`config.mk`:
```
export PLATFORM = sky130hd
export DESIGN_NAME = utf8_to_utf16_transcoder
export DESIGN_NICKNAME = d
export VERILOG_FILES = /design/src/rtl/u8u16_pkg.sv /design/src/rtl/u8u16_decoder.sv /design/src/rtl/u8u16_result_queue.sv /design/src/rtl/utf8_to_utf16_transcoder.sv
export SDC_FILE = /design/constraint.sdc
export NUM_CORES = 1
export LEC_CHECK = 0
export BUFFER_PORTS_ARGS = -buffer_cell sky130_fd_sc_hd__buf_2
export CAP_MARGIN = 15
export CORE_ASPECT_RATIO = 1.25
export CORE_MARGIN = 5
export CORE_UTILIZATION = 60
export DETAILED_ROUTE_END_ITERATION = 8
export PLACE_DENSITY_LB_ADDON = 0.05
export SKIP_CTS_REPAIR_TIMING = 1
export SYNTH_ARGS = -nofsm -noshare
export SYNTH_HDL_FRONTEND = slang
export SYNTH_SLANG_ARGS = --single-unit
```
`constraint.sdc`:
```
create_clock -name clock -period 7.3 [get_ports clock]
set_input_delay 1.46 -clock clock [delete_from_list [all_inputs] [get_ports clock]]
set_output_delay 1.46 -clock clock [all_outputs]
set_load 0.03 [all_outputs]
```
`src/rtl/u8u16_pkg.sv`:
```
// shared types and constants for the utf-8 to utf-16 transcoder
// no dependencies; imported by every rtl module and the checker
package u8u16_pkg;

   // result status codes
   typedef enum logic [1:0] {
      ST_UNIT  = 2'd0,
      ST_DONE  = 2'd1,
      ST_ERROR = 2'd2
   } status_type;

   typedef struct packed {
      logic [15:0] code_unit;
      status_type  status;
      logic        last_of_run;
   } result_type;

   // all results produced by one input byte
   typedef struct packed {
      logic [1:0]            count;
      result_type [2:0]      slot;
   } batch_type;

   localparam int unsigned MAX_RESULTS = 3;

   localparam logic [20:0] CP_MIN_TWO   = 21'h000080;
   localparam logic [20:0] CP_MIN_THREE = 21'h000800;
   localparam logic [20:0] CP_SURR_LO   = 21'h00D800;
   localparam logic [20:0] CP_SURR_HI   = 21'h00DFFF;
   localparam logic [20:0] CP_SUPP_BASE = 21'h010000;
   localparam logic [20:0] CP_MAX       = 21'h10FFFF;
   localparam logic [15:0] HI_SURR_BASE = 16'hD800;
   localparam logic [15:0] LO_SURR_BASE = 16'hDC00;

endpackage

```
`src/rtl/u8u16_decoder.sv`:
```
// utf-8 sequence decoder: sequence state registers and one-pass decode
// of the held byte into up to three results; uses u8u16_pkg
module u8u16_decoder
   import u8u16_pkg::*;
(
   input  logic        clock,
   input  logic        reset,
   input  logic [7:0]  in_byte,
   input  logic        string_end,
   input  logic        step,
   output batch_type   batch
);

   logic [20:0] partial_point_ff, partial_point_in;
   logic [1:0]  bytes_left_ff, bytes_left_in;
   logic [1:0]  seq_length_ff, seq_length_in;
   logic        discarding_ff, discarding_in;

   logic        bad;
   logic        quiet;
   logic        go_idle;
   logic [1:0]  n_units;
   logic [15:0] unit0;
   logic [15:0] unit1;
   logic [1:0]  lead_len;
   logic [2:0]  lead_bits;
   logic [20:0] cp;
   logic [20:0] cp_off;
   logic [1:0]  left_dec;

   assign cp       = {partial_point_ff[14:0], in_byte[5:0]};
   assign cp_off   = cp - CP_SUPP_BASE;
   assign left_dec = bytes_left_ff - 2'd1;

   always_comb begin
      bad              = 1'b0;
      quiet            = 1'b0;
      go_idle          = 1'b0;
      n_units          = 2'd0;
      unit0            = 16'd0;
      unit1            = 16'd0;
      lead_len         = 2'd0;
      lead_bits        = 3'd0;
      partial_point_in = partial_point_ff;
      bytes_left_in    = bytes_left_ff;
      seq_length_in    = seq_length_ff;
      discarding_in    = discarding_ff;

      if (discarding_ff) begin
         quiet = 1'b1;
         if (string_end) begin
            discarding_in = 1'b0;
         end
      end else if (bytes_left_ff == 2'd0) begin
         if (in_byte[7] == 1'b0) begin
            n_units = 2'd1;
            unit0   = {8'd0, in_byte};
         end else if (in_byte[7:5] == 3'b110) begin
            lead_len  = 2'd1;
            lead_bits = 3'b000;
         end else if (in_byte[7:4] == 4'b1110) begin
            lead_len  = 2'd2;
            lead_bits = 3'b000;
         end else if (in_byte[7:3] == 5'b11110) begin
            lead_len  = 2'd3;
            lead_bits = in_byte[2:0];
         end else begin
            bad = 1'b1;
         end
         if (lead_len != 2'd0) begin
            if (string_end) begin
               bad = 1'b1;
            end else begin
               // payload bits of the lead byte, width set by its length
               case (lead_len)
                  2'd1:    partial_point_in = {16'd0, in_byte[4:0]};
                  2'd2:    partial_point_in = {17'd0, in_byte[3:0]};
                  default: partial_point_in = {18'd0, lead_bits};
               endcase
               bytes_left_in = lead_len;
               seq_length_in = lead_len;
            end
         end
      end else if (in_byte[7:6] != 2'b10) begin
         bad = 1'b1;
      end else begin
         partial_point_in = cp;
         bytes_left_in    = left_dec;
         if (left_dec != 2'd0) begin
            if (string_end) begin
               bad = 1'b1;
            end
         end else begin
            case (seq_length_ff)
               2'd1:    bad = (cp < CP_MIN_TWO);
               2'd2:    bad = (cp < CP_MIN_THREE) || ((cp >= CP_SURR_LO) && (cp <= CP_SURR_HI));
               default: bad = (cp < CP_SUPP_BASE) || (cp > CP_MAX);
            endcase
            if (!bad) begin
               go_idle = 1'b1;
               if (cp < CP_SUPP_BASE) begin
                  n_units = 2'd1;
                  unit0   = cp[15:0];
               end else begin
                  n_units = 2'd2;
                  unit0   = HI_SURR_BASE | {6'd0, cp_off[19:10]};
                  unit1   = LO_SURR_BASE | {6'd0, cp_off[9:0]};
               end
            end
         end
      end

      if (!quiet) begin
         if (bad) begin
            go_idle       = 1'b1;
            discarding_in = !string_end;
         end else if (string_end) begin
            go_idle = 1'b1;
         end
      end

      if (go_idle) begin
         partial_point_in = 21'd0;
         bytes_left_in    = 2'd0;
         seq_length_in    = 2'd0;
      end
   end

   // pack units, done and error into result slots
   always_comb begin
      for (int k = 0; k < MAX_RESULTS; k++) begin
         batch.slot[k] = '{code_unit: 16'd0, status: ST_UNIT, last_of_run: 1'b0};
      end
      batch.count = 2'd0;
      if (quiet) begin
         batch.count = 2'd0;
      end else if (bad) begin
         batch.slot[0].status = ST_ERROR;
         batch.count          = 2'd1;
      end else begin
         batch.slot[0].code_unit = unit0;
         batch.slot[1].code_unit = unit1;
         if (string_end) begin
            batch.slot[n_units].status = ST_DONE;
         end
         batch.count = n_units + {1'b0, string_end};
      end
      for (int k = 0; k < MAX_RESULTS; k++) begin
         batch.slot[k].last_of_run = (batch.count == 2'(k + 1));
      end
   end

   always_ff @(posedge clock) begin
      if (reset) begin
         partial_point_ff <= 21'd0;
         bytes_left_ff    <= 2'd0;
         seq_length_ff    <= 2'd0;
         discarding_ff    <= 1'b0;
      end else if (step) begin
         partial_point_ff <= partial_point_in;
         bytes_left_ff    <= bytes_left_in;
         seq_length_ff    <= seq_length_in;
         discarding_ff    <= discarding_in;
      end
   end

endmodule

```
`src/rtl/u8u16_result_queue.sv`:
```
// result register: holds the results of one byte and hands them out
// one transaction per cycle while rsp_stall is low; uses u8u16_pkg
module u8u16_result_queue
   import u8u16_pkg::*;
(
   input  logic        clock,
   input  logic        reset,
   input  logic        load_valid,
   input  batch_type   batch,
   output logic        load,
   output logic        rsp_valid,
   input  logic        rsp_stall,
   output logic [15:0] rsp_code_unit,
   output logic [1:0]  rsp_status,
   output logic        rsp_last_of_run
);

   result_type [2:0] slot_ff;
   logic [1:0]       count_ff, count_in;
   logic [1:0]       index_ff, index_in;
   result_type       head;
   logic             take;
   logic             last_take;

   assign rsp_valid = (count_ff != 2'd0);
   assign take      = rsp_valid && !rsp_stall;
   assign last_take = take && (index_ff == (count_ff - 2'd1));
   assign load      = load_valid && (!rsp_valid || last_take);

   always_comb begin
      case (index_ff)
         2'd0:    head = slot_ff[0];
         2'd1:    head = slot_ff[1];
         2'd2:    head = slot_ff[2];
         default: head = slot_ff[0];
      endcase
   end

   assign rsp_code_unit   = head.code_unit;
   assign rsp_status      = head.status;
   assign rsp_last_of_run = head.last_of_run;

   always_comb begin
      count_in = count_ff;
      index_in = index_ff;
      if (load) begin
         count_in = batch.count;
         index_in = 2'd0;
      end else if (last_take) begin
         count_in = 2'd0;
         index_in = 2'd0;
      end else if (take) begin
         index_in = index_ff + 2'd1;
      end
   end

   always_ff @(posedge clock) begin
      if (reset) begin
         count_ff <= 2'd0;
         index_ff <= 2'd0;
      end else begin
         count_ff <= count_in;
         index_ff <= index_in;
      end
   end

   always_ff @(posedge clock) begin
      if (load) begin
         slot_ff <= batch.slot;
      end
   end

endmodule

```
`src/rtl/utf8_to_utf16_transcoder.sv`:
```
// path: req byte to input register, then its results to result register
// throughput: one byte per cycle while rsp_stall is low and each byte gives at
//   most one result; a byte's k results (k up to 3) hold the register until taken
// reset: synchronous active-high; clears the sequence state, discard flag,
//   input register valid and result count; ready in the cycle after reset
module utf8_to_utf16_transcoder
   import u8u16_pkg::*;
(
   input  logic        clock,
   input  logic        reset,
   input  logic        req_valid,
   output logic        req_stall,
   input  logic [7:0]  req_in_byte,
   input  logic        req_string_end,
   output logic        rsp_valid,
   input  logic        rsp_stall,
   output logic [15:0] rsp_code_unit,
   output logic [1:0]  rsp_status,
   output logic        rsp_last_of_run
);

   // input register: one byte waiting for decode
   logic       req_valid_ff, req_valid_in;
   logic [7:0] req_byte_ff;
   logic       req_end_ff;

   logic       req_take;
   logic       load;
   batch_type  batch;

   // the byte moves on whenever the result register is free or drains
   // its last result this cycle, so a new transaction fits behind it
   assign req_stall = req_valid_ff && !load;
   assign req_take  = req_valid && !req_stall;

   always_comb begin
      req_valid_in = req_valid_ff;
      if (req_take) begin
         req_valid_in = 1'b1;
      end else if (load) begin
         req_valid_in = 1'b0;
      end
   end

   always_ff @(posedge clock) begin
      if (reset) begin
         req_valid_ff <= 1'b0;
      end else begin
         req_valid_ff <= req_valid_in;
      end
   end

   always_ff @(posedge clock) begin
      if (req_take) begin
         req_byte_ff <= req_in_byte;
         req_end_ff  <= req_string_end;
      end
   end

   // decode state advances exactly when the byte is handed to the result register
   u8u16_decoder u_decoder (
      .clock      (clock),
      .reset      (reset),
      .in_byte    (req_byte_ff),
      .string_end (req_end_ff),
      .step       (load),
      .batch      (batch)
   );

   // bytes with no results (mid-sequence, discarding) leave no rsp pending
   u8u16_result_queue u_result_queue (
      .clock           (clock),
      .reset           (reset),
      .load_valid      (req_valid_ff),
      .batch           (batch),
      .load            (load),
      .rsp_valid       (rsp_valid),
      .rsp_stall       (rsp_stall),
      .rsp_code_unit   (rsp_code_unit),
      .rsp_status      (rsp_status),
      .rsp_last_of_run (rsp_last_of_run)
   );

endmodule

```
==> flow_summary.toml, run 1 <==
[worst_setup_path]
path_common_cell = "nand2_1"
crit_chain = "inv_1 -> ha_1 -> nor2b_1 -> nand2_1 -> nand2_1 -> buf_2"
cpPeakStageDelay_ns = 0.60
crit_slowest_cell = "nor2b_1"
worstPathRequired_ns = 5.84
worst_setup_path_start_kind = "flop"
critPathKind = "reg2out"
cp_data_arrival_time_ns = 2.50
worst-path-max-fanout = 24
crit_path_end_kind = "output pin"

[sta]
final.setup.tns_ns = 0
rsz0062_at_grt = "no"
setup-violations-final = 0
min_period_ns = 3.96
period_share = 0.542
worstMarginPinSlew_ns = 0.932
max_freq_mhz = 253
maxSlewHeadroom = 0.376
hold_viol = 0
clock-skew-final_ns = 0.00902
slew_violations = 0
holdWs_ns = 0.481

[global_routing]
grt.overflow.total = 0
antenna_found_initial = 0
grt_max_degree = 35
grt_pass1_vias = 2527
grt_usage = 0.218
grt_pass1_wl_mm = 12.3

[clock_tree]
cts_tree = "yes"
cts_max_path_buffers = 2
clock-sinks = 68
cts_buffers = 9
cts.htree.levels = 3
cts_root_buffer = "clkbuf_8"
clkTransAtPathRegs_ns = 0.07
worstSkewPairLatency_ns = 0.35

[drt]
via_count = 2658
postRouteAntennaNets = 0
drt-vias-per-instance = 6.08
dr.first_iter.drc_count = 170
drc = 0
drtPass1Iterations = 6
wirelength_mm = 7.62
wire_per_inst_um = 17.4

[power_and_ir_drop]
fin_total_pwr_mw = 0.897
power.leakage_nw = 1.53
ir_drop_mv = 0.133
power_density_mw_per_mm2 = 229

[placed_design]
placed_cell_area_mm2 = 0.00369
dpl.cell_count = 421
io_buffers = 33
gp_congestion = 0.908
dp_hpwl_mm = 5.51

[yosys]
syn_nets = 360
synth_compound_area_frac = 0.182
yosys.area_share.adder = 0.0393
yosysWarnings = 0
synth_area_mm2 = 0.00350
synthArstFlopShare = 0
syn_area_per_cell_um2 = 10.4
synth_top_family_by_area = "simple AND/OR/NAND/NOR gates"
synth_mux_area_frac = 0.00893
synth_flop_cell = "edfxtp_1"
ys_types = 56
syn-instance-count = 336
yosys_register_bits = 68
synth-xor-area-share = 0.0100
ys_seq_area_frac = 0.511
synth_edf_count = 43
synth-simple-area-share = 0.204

[cells_and_area]
postLayoutCellArea_mm2 = 0.00392
finalNonFillerCells = 437
register_area_mm2 = 0.00179
area_growth_syn_to_layout_pct = 12.0
multi_input_area_mm2 = 0.00156
n_fill_cell = 447
finalNetCount = 390
n_antenna_cell = 0
drive_gt1_frac = 0.151

[floorplanning]
pin_count = 34
die_w_um = 78.3
row_count = 31
dieHeight_um = 95.4
dieArea_mm2 = 0.00748
core_region_area_mm2 = 0.00574
start_util = 0.610

[outcome]
outcome = "finished clean"

[worst_hold_path]
hold_class = "reg2reg"

[job]
cap_violations = 0
registers in the layout, summed over array words and instances, names as in the netlist:
name,cells
req_byte_ff,8
req_end_ff,1
req_valid_ff,1
u_decoder.bytes_left_ff,2
u_decoder.discarding_ff,1
u_decoder.partial_point_ff,15
u_decoder.seq_length_ff,2
u_result_queue.count_ff,2
u_result_queue.index_ff,2
u_result_queue.slot_ff,34
path summary, 6_finish.rpt:
kind | cells after the start | slack [ns] | to | start
hold reg to reg | 2 | 0.48 | u_result_queue.count_ff[1] | u_result_queue.count_ff[1]
hold / removal | 2 | 0.48 | u_result_queue.count_ff[1] | u_result_queue.count_ff[1]
setup reg to reg | 11 | 4.07 | u_result_queue.slot_ff[0] | u_decoder.partial_point_ff[6]
setup / recovery | 6 | 3.34 | rsp_code_unit[12] | u_result_queue.index_ff[0]
Yosys cell counts (all sizes together), types with 3 or more instances:
| library cell | count | area share |
|---|---|---|
| edfxtp | 43 | 0.37 |
| nor2 | 33 | 0.035 |
| nand2 | 26 | 0.028 |
| dfxtp | 25 | 0.14 |
| inv | 24 | 0.026 |
| a22o | 22 | 0.055 |
| nor3 | 18 | 0.026 |
| clkbuf | 12 | 0.013 |
| and3 | 11 | 0.020 |
| ha | 11 | 0.039 |
| a32o | 9 | 0.026 |
| nand3 | 8 | 0.011 |
| o21ai | 8 | 0.011 |
| a21oi | 7 | 0.016 |
| and2 | 7 | 0.013 |
| a211oi | 6 | 0.013 |
| nand2b | 5 | 0.0089 |
| nand4 | 4 | 0.0071 |
| nor2b | 4 | 0.0071 |
| nor4 | 4 | 0.011 |
| xnor2 | 4 | 0.010 |
| a21o | 3 | 0.0064 |
| buf | 3 | 0.0057 |
| nor4b | 3 | 0.0093 |
| o211ai | 3 | 0.0064 |
| o21a | 3 | 0.0064 |
where the power goes:
group,total [mW],switching [mW],internal (mW)
Combinational,0.103,0.0681,0.0345
Clock,0.358,0.134,0.224
Sequential,0.436,0.0102,0.426
Total,0.897,0.212,0.685
worst max-delay path, delay by kind of cell, from the launching register on:
kind          cells  cell delay, ns
simple gates      3            0.93
flops             1            0.41
fa+ha+maj         1            0.55
buf+inv           2            0.26
layout by cell type (no fill, tap or decap), types with 3 or more instances in the layout:
cell | netlist | layout
a211oi_1 | 6 | 6
a21o_1 | 3 | 3
a21oi_1 | 5 | 5
a22o_1 | 22 | 22
a32o_1 | 9 | 9
and2_1 | 6 | 6
and3_1 | 11 | 11
buf_2 | 1 | 33
bufinv_16 | 0 | 3
clkbuf_8 | 0 | 9
dfxtp_1 | 25 | 25
edfxtp_1 | 43 | 43
ha_1 | 11 | 11
inv_1 | 24 | 24
nand2_1 | 26 | 26
nand2b_1 | 5 | 5
nand3_1 | 8 | 8
nand4_1 | 4 | 4
nor2_1 | 33 | 33
nor2b_1 | 4 | 4
nor3_1 | 18 | 18
nor4_1 | 3 | 3
o211ai_1 | 3 | 3
o21a_1 | 3 | 3
o21ai_0 | 8 | 8
xnor2_1 | 4 | 4
per-stage QoR:
stage / worst slack (ns) / util
3_3_place_gp: 3.64 / 0.643
6_report: 3.34 / 0.684
4_1_cts: 3.28 / 0.684
3_5_place_dp: 3.63 / 0.643
2_1_floorplan: 3.85 / -
5_1_grt: 3.02 / 0.684
kinds of logic after synthesis:
logic type	Yosys count
flip-flops	68
multiplexers	3
AND/OR/NAND/NOR	135
AO/OA/AOI/OAI	76
adder cells (fa/ha/maj)	11
XOR/XNOR	4
buffers and inverters	39
cell type report:
| type | instances | share of cell area |
|---|---|---|
| sequential | 68 | 0.457 |
| clock buffer | 10 | 0.0325 |
| multi-input combinational | 229 | 0.397 |
| inverter | 24 | 0.0230 |
| tap | 66 | 0.0210 |
| clock inverter | 6 | 0.0261 |
| timing repair buffer | 34 | 0.0440 |
layer usage:
metal  routed length (um)  vias to the layer above  part of all wire  GRT usage
met3                  500                       13             0.066     0.0510
met5                    0                        -                 0          0
met2                 3650                       99              0.48      0.360
met1                 3310                     1221              0.43      0.271
met4                  169                        0             0.022      0.105
li1                     -                     1325                 -          -
No activity file was read; power rests on OpenSTA's default activity.
==> run 2, diff against run 1 <==
--- a/config.mk
+++ b/config.mk
@@ -5,11 +5,12 @@
 export SDC_FILE = /design/constraint.sdc
 export NUM_CORES = 1
 export LEC_CHECK = 0
+export ABC_AREA = 1
 export BUFFER_PORTS_ARGS = -buffer_cell sky130_fd_sc_hd__buf_2
 export CAP_MARGIN = 15
 export CORE_ASPECT_RATIO = 1.25
 export CORE_MARGIN = 5
-export CORE_UTILIZATION = 60
+export CORE_UTILIZATION = 54
 export DETAILED_ROUTE_END_ITERATION = 8
 export PLACE_DENSITY_LB_ADDON = 0.05
 export SKIP_CTS_REPAIR_TIMING = 1
==> constraint.sdc (replaced) <==
create_clock -name clock -period 3.3 [get_ports clock]
set_input_delay 0.66 -clock clock [delete_from_list [all_inputs] [get_ports clock]]
set_output_delay 0.66 -clock clock [all_outputs]
set_load 0.03 [all_outputs]
==> run 2 against run 1 <==
Total power is 120% higher. Synthesized cell count is 42% higher. Combinational power increased to 2.8 times the previous value. Core utilization is 5.8 points lower. Final area grew 11%. Sequential cell count did not move. Worst setup slack got worse by 3.0 ns. Non-clock buffer count rose by 4. Clock skew about the same. Register-to-register slack worse by 3.7 ns. Worst hold slack worse by 0.012 ns. Critical endpoint is now rsp_code_unit[15].
==> flow_summary.toml, run 2 <==
[placed_design]
dp_hpwl_mm = 6.55
io_buffers = 33
post-place-ws_ns = 0.444
gp_congestion = 0.898
placed_cell_area_mm2 = 0.00415
dpl.cell_count = 593

[cells_and_area]
reg_top3 = "u_result_queue.slot_ff (34), u_decoder.partial_point_ff (15), req_byte_ff (8)"
area_growth_syn_to_layout_pct = 12.1
finalNonFillerCells = 609
final_common_cell = "nand2_1"
final_cell_mix = "101 x nand2_1, 70 x inv_1, 63 x nor2_1"
drive_gt1_frac = 0.166
n_antenna_cell = 0
finalNetCount = 538
postLayoutCellArea_mm2 = 0.00436
utilization = 0.626
largest-register = "u_result_queue.slot_ff"
largest_reg_flops = 34

[worst_setup_path]
r2r_slack_ns = 0.37
worst_setup_path_start_kind = "flop"
worst-path-max-fanout = 20
worstPathRequired_ns = 2.64
cp_data_arrival_time_ns = 2.31
critPathKind = "reg2out"
crit_path_end_kind = "output pin"

[power_and_ir_drop]
power_density_mw_per_mm2 = 459
combPwrFrac = 0.146
switching_share = 0.273
clockPowerShare = 0.372
p_int_mw = 1.46
power.leakage_nw = 1.82
seq_power_share = 0.482
fin_total_pwr_mw = 2.00
p_sw_mw = 0.547
ir_drop_mv = 0.272

[floorplanning]
row_count = 34
start_util = 0.558
die_w_um = 86.0
dieArea_mm2 = 0.00902
core_region_area_mm2 = 0.00698
pin_count = 34
dieHeight_um = 105

[clock_tree]
cts.htree.levels = 3
clkTransAtPathRegs_ns = 0.07
cts_root_buffer = "clkbuf_8"
cts_max_path_buffers = 2
clock-sinks = 68
worstSkewPairLatency_ns = 0.35
cts_buffers = 9
cts_tree = "yes"

[sta]
period_share = 0.900
final.setup.tns_ns = 0
maxSlewHeadroom = 0.638
clock-skew-final_ns = 0.00874
hold_viol = 0
worstMarginPinSlew_ns = 0.541
max_freq_mhz = 337
setup-violations-final = 0
setup_ws_ns = 0.329
rsz0062_at_grt = "no"
slew_violations = 0
holdWs_ns = 0.469
min_period_ns = 2.97

[drt]
via_count = 3273
postRouteAntennaNets = 0
drtPass1Iterations = 5
drc = 0
wirelength_mm = 9.09
wire_per_inst_um = 14.9
dr.first_iter.drc_count = 274
drt-vias-per-instance = 5.37

[yosys]
yosys_register_bits = 68
synthArstFlopShare = 0
synth_top_area_frac = 0.332
syn_area_per_cell_um2 = 8.15
synth_edf_count = 43
synth_area_mm2 = 0.00389
synth_commonest_cells = "101 x nand2_1, 70 x inv_1, 63 x nor2_1"
syn_nets = 502
yosysTopAreaCell = "edfxtp_1"
yosysWarnings = 0
syn-instance-count = 478
ys_types = 36
synth_top_cells_by_area = "edfxtp_1 33%, dfxtp_1 13%, nand2_1 9.7%"
yosys.cell_count.top_type = "nand2_1"
synth_flop_cell = "edfxtp_1"
ys_seq_area_frac = 0.460

[global_routing]
grt.overflow.total = 0
grt_pass1_vias = 3157
antenna_found_initial = 0
grt_max_degree = 36
grt_usage = 0.214
grt_pass1_wl_mm = 15.3

[job]
cap_violations = 0

[worst_hold_path]
hold_class = "reg2reg"

[outcome]
outcome = "finished clean"
## run 2: changes by cell type in the layout (fill, tap and decap cells not counted), sizes merged, moves of 8 or more
cell   change
a21oi     +36
a22o      -12
a32o       -9
and3      -11
inv       +49
nand2     +85
nand3     +11
nand4     +16
nor2      +36
nor3      -12
o22ai      +8
## run 2: worst paths after layout
check	cells past startpoint	to	from
worst max-delay path	8	rsp_code_unit[15]	u_result_queue.index_ff[0]
worst min-delay path	2	u_result_queue.count_ff[1]	u_result_queue.count_ff[1]
worst max register to register	12	u_decoder.partial_point_ff[6]	req_byte_ff[5]
worst min register to register	2	u_result_queue.count_ff[1]	u_result_queue.count_ff[1]
## run 2: logic make-up (layout without fill, tap and decap cells)
group           after synthesis  after routing  synth area share
xor+xnor                      2              2           0.00643
compound gates               83             83             0.132
fa+ha+maj                    11             11            0.0353
buf+inv                      87            128            0.0906
simple gates                227            227             0.275
flops                        68             68             0.460
## run 2: worst max-delay path, cell delays in order (launching register included)
cell and delay (ns):
dfxtp_1 0.38, inv_1 0.10, ha_2 0.43, inv_1 0.16, nand2_1 0.06, inv_1 0.33, nand2_1 0.21, nand2_1 0.10
buf_2 0.19
## run 2: layout make-up
cell class / instances / area, um2
Fill cell: 652 / 2610
Sequential cell: 68 / 1790
Multi-Input combinational cell: 323 / 1750
Inverter: 74 / 278
Timing Repair Buffer: 38 / 215
Clock buffer: 9 / 124
Tap cell: 90 / 113
Clock inverter: 7 / 91.3
## run 2: metal layers
metal	up-vias	GRT usage	wire length [um]
li1	1665	-	-
met1	1498	0.280	4090
met2	87	0.333	4260
met3	23	0.0496	462
met4	0	0.0984	276
met5	-	0	0
## run 2: power by group through the flow
stage | Combinational, mW | Sequential, mW | Clock, mW
6_report | 0.292 | 0.966 | 0.745
5_1_grt | 0.322 | 0.969 | 0.797
4_1_cts | 0.293 | 0.965 | 0.761
3_5_place_dp | 0.292 | 0.985 | 0
3_3_place_gp | 0.288 | 0.984 | 0
2_1_floorplan | 0.221 | 0.979 | 0
